## config.mk

```make
export PLATFORM = sky130hd
export DESIGN_NAME = spsc_scan
export DESIGN_NICKNAME = d
export VERILOG_FILES = /design/src/hw/rtl/spsc_pkg.sv /design/src/hw/rtl/spsc_scan.sv
export SDC_FILE = /design/constraint.sdc
export NUM_CORES = 1
export LEC_CHECK = 0
export ABC_AREA = 1
export ABC_CLOCK_PERIOD_IN_PS = 8100
export BUFFER_PORTS_ARGS = -buffer_cell sky130_fd_sc_hd__buf_2
export CORE_MARGIN = 3
export CORE_UTILIZATION = 45
export CTS_BUF_LIST = sky130_fd_sc_hd__clkbuf_8 sky130_fd_sc_hd__clkbuf_16
export DETAILED_ROUTE_END_ITERATION = 10
export PLACE_DENSITY = 0.67
export SLEW_MARGIN = 20
export SYNTH_ARGS = -nofsm -noshare
export SYNTH_HDL_FRONTEND = slang
export SYNTH_SLANG_ARGS = --single-unit
export TNS_END_PERCENT = 50
```

## constraint.sdc

```tcl
create_clock -name i_clk -period 8.1 [get_ports i_clk]
set_input_delay 1.62 -clock i_clk [delete_from_list [all_inputs] [get_ports i_clk]]
set_output_delay 1.62 -clock i_clk [all_outputs]
set_load 0.005 [all_outputs]
```

## src/hw/rtl/spsc_pkg.sv

```systemverilog
// shared types and codes for the successor position search core
// no dependencies
package spsc_pkg;

    localparam int KEY_W = 16;
    localparam int POS_W = 12;

    typedef logic [KEY_W-1:0] t_key;
    typedef logic [POS_W-1:0] t_pos;

    typedef enum logic [1:0] {
        FUNC_CLEAR  = 2'd0,
        FUNC_APPEND = 2'd1,
        FUNC_QUERY  = 2'd2
    } t_func;

    typedef enum logic [1:0] {
        ST_OK    = 2'd0,
        ST_EMPTY = 2'd1,
        ST_FULL  = 2'd2
    } t_status;

    typedef enum logic [1:0] {
        S_IDLE,
        S_SCAN,
        S_DRAIN,
        S_DONE
    } t_state;

    // one compare step of the scan
    typedef struct packed {
        logic valid;
        logic first;
    } t_scan_ctl;

    typedef struct packed {
        t_pos pos;
        logic greater;
    } t_scan_res;

endpackage

```

## src/hw/rtl/spsc_scan.sv

```systemverilog
// running minimum-greater and maximum tracker, one stored key per cycle
// depends on spsc_pkg
module spsc_scan #(
    parameter int AW = 9
) (
    input  logic                 i_clk,
    input  spsc_pkg::t_scan_ctl  i_ctl,
    input  spsc_pkg::t_key       i_query,
    input  spsc_pkg::t_key       i_data,
    input  logic [AW-1:0]        i_idx,
    output spsc_pkg::t_scan_res  o_res
);
    import spsc_pkg::*;

    t_key          r_max;
    logic [AW-1:0] r_max_idx;
    t_key          r_min;
    logic [AW-1:0] r_min_idx;
    logic          r_any;

    logic w_gt_q;

    assign w_gt_q = i_data > i_query;

    // strict compares keep the earliest position among equal keys
    always_ff @(posedge i_clk) begin
        if (i_ctl.valid) begin
            if (i_ctl.first) begin
                r_max     <= i_data;
                r_max_idx <= i_idx;
                r_any     <= w_gt_q;
                r_min     <= i_data;
                r_min_idx <= i_idx;
            end else begin
                if (i_data > r_max) begin
                    r_max     <= i_data;
                    r_max_idx <= i_idx;
                end
                if (w_gt_q && (!r_any || i_data < r_min)) begin
                    r_any     <= 1'b1;
                    r_min     <= i_data;
                    r_min_idx <= i_idx;
                end
            end
        end
    end

    assign o_res.pos     = r_any ? POS_W'(r_min_idx) : POS_W'(r_max_idx);
    assign o_res.greater = r_any;

endmodule

```

==> qor.csv <==
metric,value,unit
synth_cells,268,
area_growth,14.7,%
ios,57,
r2r_start,r_min[5],
worst_setup_path_start_kind,input port,
fin_crit_sh,0.456,
ys_types,22,
max_cap_viol_count,0,
start_util,0.479,
gr-total-overflow,0,
setup-violations-final,0,
relSlewSlack,0.500,
cts-root-buf,clkbuf_8,
wirelength,5110,um
ir_drop,0.127,mV
crit_arrival,3.67,ns
cts_tree,yes,
cts_hold_buf,0,
grt_pass1_vias,1867,
p_leak,1.64,nW
synth.avg_cell_area,10.9,sq um
whs,1.01,ns
synth_area,2920,sq um
max_freq,271,MHz
grt_setup_unrepaired,no,
worst_pin_slew,0.750,ns
io_buffers,53,
core-area,6100,sq um
clkLatencyLatePin,0.29,ns
row_count,28,
h-tree-depth,2,
drive_above_1_share,0.235,
hp-class,reg2reg,
drtAntennaViolNets,0,
fillers,569,
final_cell_area,3350,sq um
powerDensity,163,nW/um^2
crit_chain,buf_2 -> ha_1 -> nand2_1 -> inv_1 -> nor2_1 -> o21ai_0 -> a21oi_1 -> a21oi_2 -> nand2_1 -> a21oi_2 -> buf_4,
hold_viol,0,
path_clk_slew,0.09,ns
yosysSeqAreaShare,0.525,
antenna_cells,0,
grt_usage,0.141,
antenna_found_initial,0,
drtIter0Drc,89,
routedWlPerCell,12.7,um
fin_setup_tns,0,ns
ys_ff_latch,51,
final_max_slew_viol_count,0,
drc_errors,0,
cts_resized,0,
drt_pass1_iterations,4,
cp_slowest_stage_delay,0.49,ns
postPlaceCellArea,3270,sq um
crit_fanout,17,
hp-start,r_max[0],
crit_type,in2reg,
dp_hpwl,4070,um
grt_pass1_wl,8270,um
fin_crit,3.69,ns
yosysWarnings,0,
utilization,0.549,
dieHeight,86.5,um
cts_made_buffers,5,
worstPathRequired,8.08,ns
die_w,86.5,um
viasPerCell,4.82,
finClkSkew,0.00982,ns
timing.critical_path.to_type,flip-flop,
grt_max_degree,18,
routabilityCongestion,0.759,
cpMaxStageDelayCell,a21oi_2,
clock_path_buffers,2,
dr_total_vias,1943,
cts_setup_buffers,0,
crit_buf_inv,3,
finalNetCount,418,
outcome,"complete, no violations",
cts_sinks,51,
crit_start,i_data[13],
dieArea,7490,sq um
critPathTopFamily,compound AO/OA/AOI/OAI gates,
-- synthesized netlist by cell type (all sizes together) --
cell type | number | area share
o21ai | 6 | 0.010
inv | 57 | 0.073
edfxtp | 51 | 0.52
conb | 1 | 0.0013
ha | 47 | 0.20
nand3 | 2 | 0.0034
nor2 | 12 | 0.015
o21a | 1 | 0.0030
buf | 5 | 0.012
nand3b | 1 | 0.0026
nand4 | 4 | 0.0086
nand2 | 41 | 0.053
nor3 | 3 | 0.0051
a21oi | 25 | 0.045
o21bai | 1 | 0.0026
clkinv | 1 | 0.0013
or2 | 1 | 0.0021
mux2 | 9 | 0.035
-- final timing paths --
path                        to  slack [ns]  cells after the start
hold / removal       r_max[11]        1.01                      4
setup reg to reg  r_min_idx[7]        5.59                     12
setup / recovery  r_min_idx[7]        4.41                     11
hold reg to reg      r_max[11]        1.01                      4
-- area by class of cell --
cell class / instances / area (sq um) / area share
well taps: 75 / 93.8 / 0.0280
repair buffers: 55 / 280 / 0.0837
clock inverters: 3 / 11.3 / 0.00336
inverters: 58 / 218 / 0.0650
multi-input cells: 156 / 1150 / 0.342
flip-flops and latches: 51 / 1530 / 0.457
clock buffers: 5 / 68.8 / 0.0205
-- sequential cells by signal, indices dropped and copies added (netlist names) --
register / count
r_min: 16
r_max: 16
r_max_idx: 9
r_min_idx: 9
r_any: 1
-- per-stage QoR --
step                setup slack (ns)  total power (W)  cells
finish                          4.41         0.000545    403
global route                    4.25         0.000581    403
CTS                             4.35         0.000555    403
detailed placement              4.04         0.000422    395
floorplan                       4.10         0.000383    270
global placement                4.09         0.000417    395
-- cells in the final DEF (no fill, tap or decap) --
cell	instances
ha_1	47
nor2_1	12
nor3_1	3
a21oi_2	3
inv_1	54
nand2_1	41
o21a_2	1
or2_1	1
edfxtp_1	51
nand3_1	2
clkbuf_8	5
inv_2	4
conb_1	3
nand4_1	4
nand3b_1	1
o21ai_1	2
clkinv_1	3
a21oi_1	22
mux2_2	9
o21bai_1	1
buf_2	53
buf_4	2
o21ai_0	4
-- worst reg2reg max path, delay by kind of cell, from the launching register on --
family          cells  cell delay [ns]
flops               1             0.38
buf+inv             2             0.44
compound gates      2             0.62
fa+ha+maj           1             0.23
simple gates        7             0.50
-- routing by layer --
layer / routed length [um] / GRT usage / part of all wire
met3: 255 / 0.0323 / 0.050
met4: 29 / 0.0283 / 0.0057
met1: 2320 / 0.185 / 0.45
met2: 2500 / 0.242 / 0.49
met5: 0 / 0 / 0
-- where the power goes --
| group | internal, W | switching, W | total, W |
|---|---|---|---|
| Clock | 0.0000578 | 0.0000743 | 0.000132 |
| Sequential | 0.000312 | 0.00000489 | 0.000316 |
| Combinational | 0.0000414 | 0.0000555 | 0.0000969 |
| Total | 0.000411 | 0.000135 | 0.000545 |
-- cell families after synthesis --
kind of cell,Yosys count,share of synthesized area
AOI/OAI and AO/OA,33,0.0613
adders and majority gates,47,0.201
buffers and inverters,63,0.0866
DFF,51,0.525
muxes,9,0.0347
other,1,0.00128
and+or+nand+nor,64,0.0900
(Power assumes the default switching activity.)
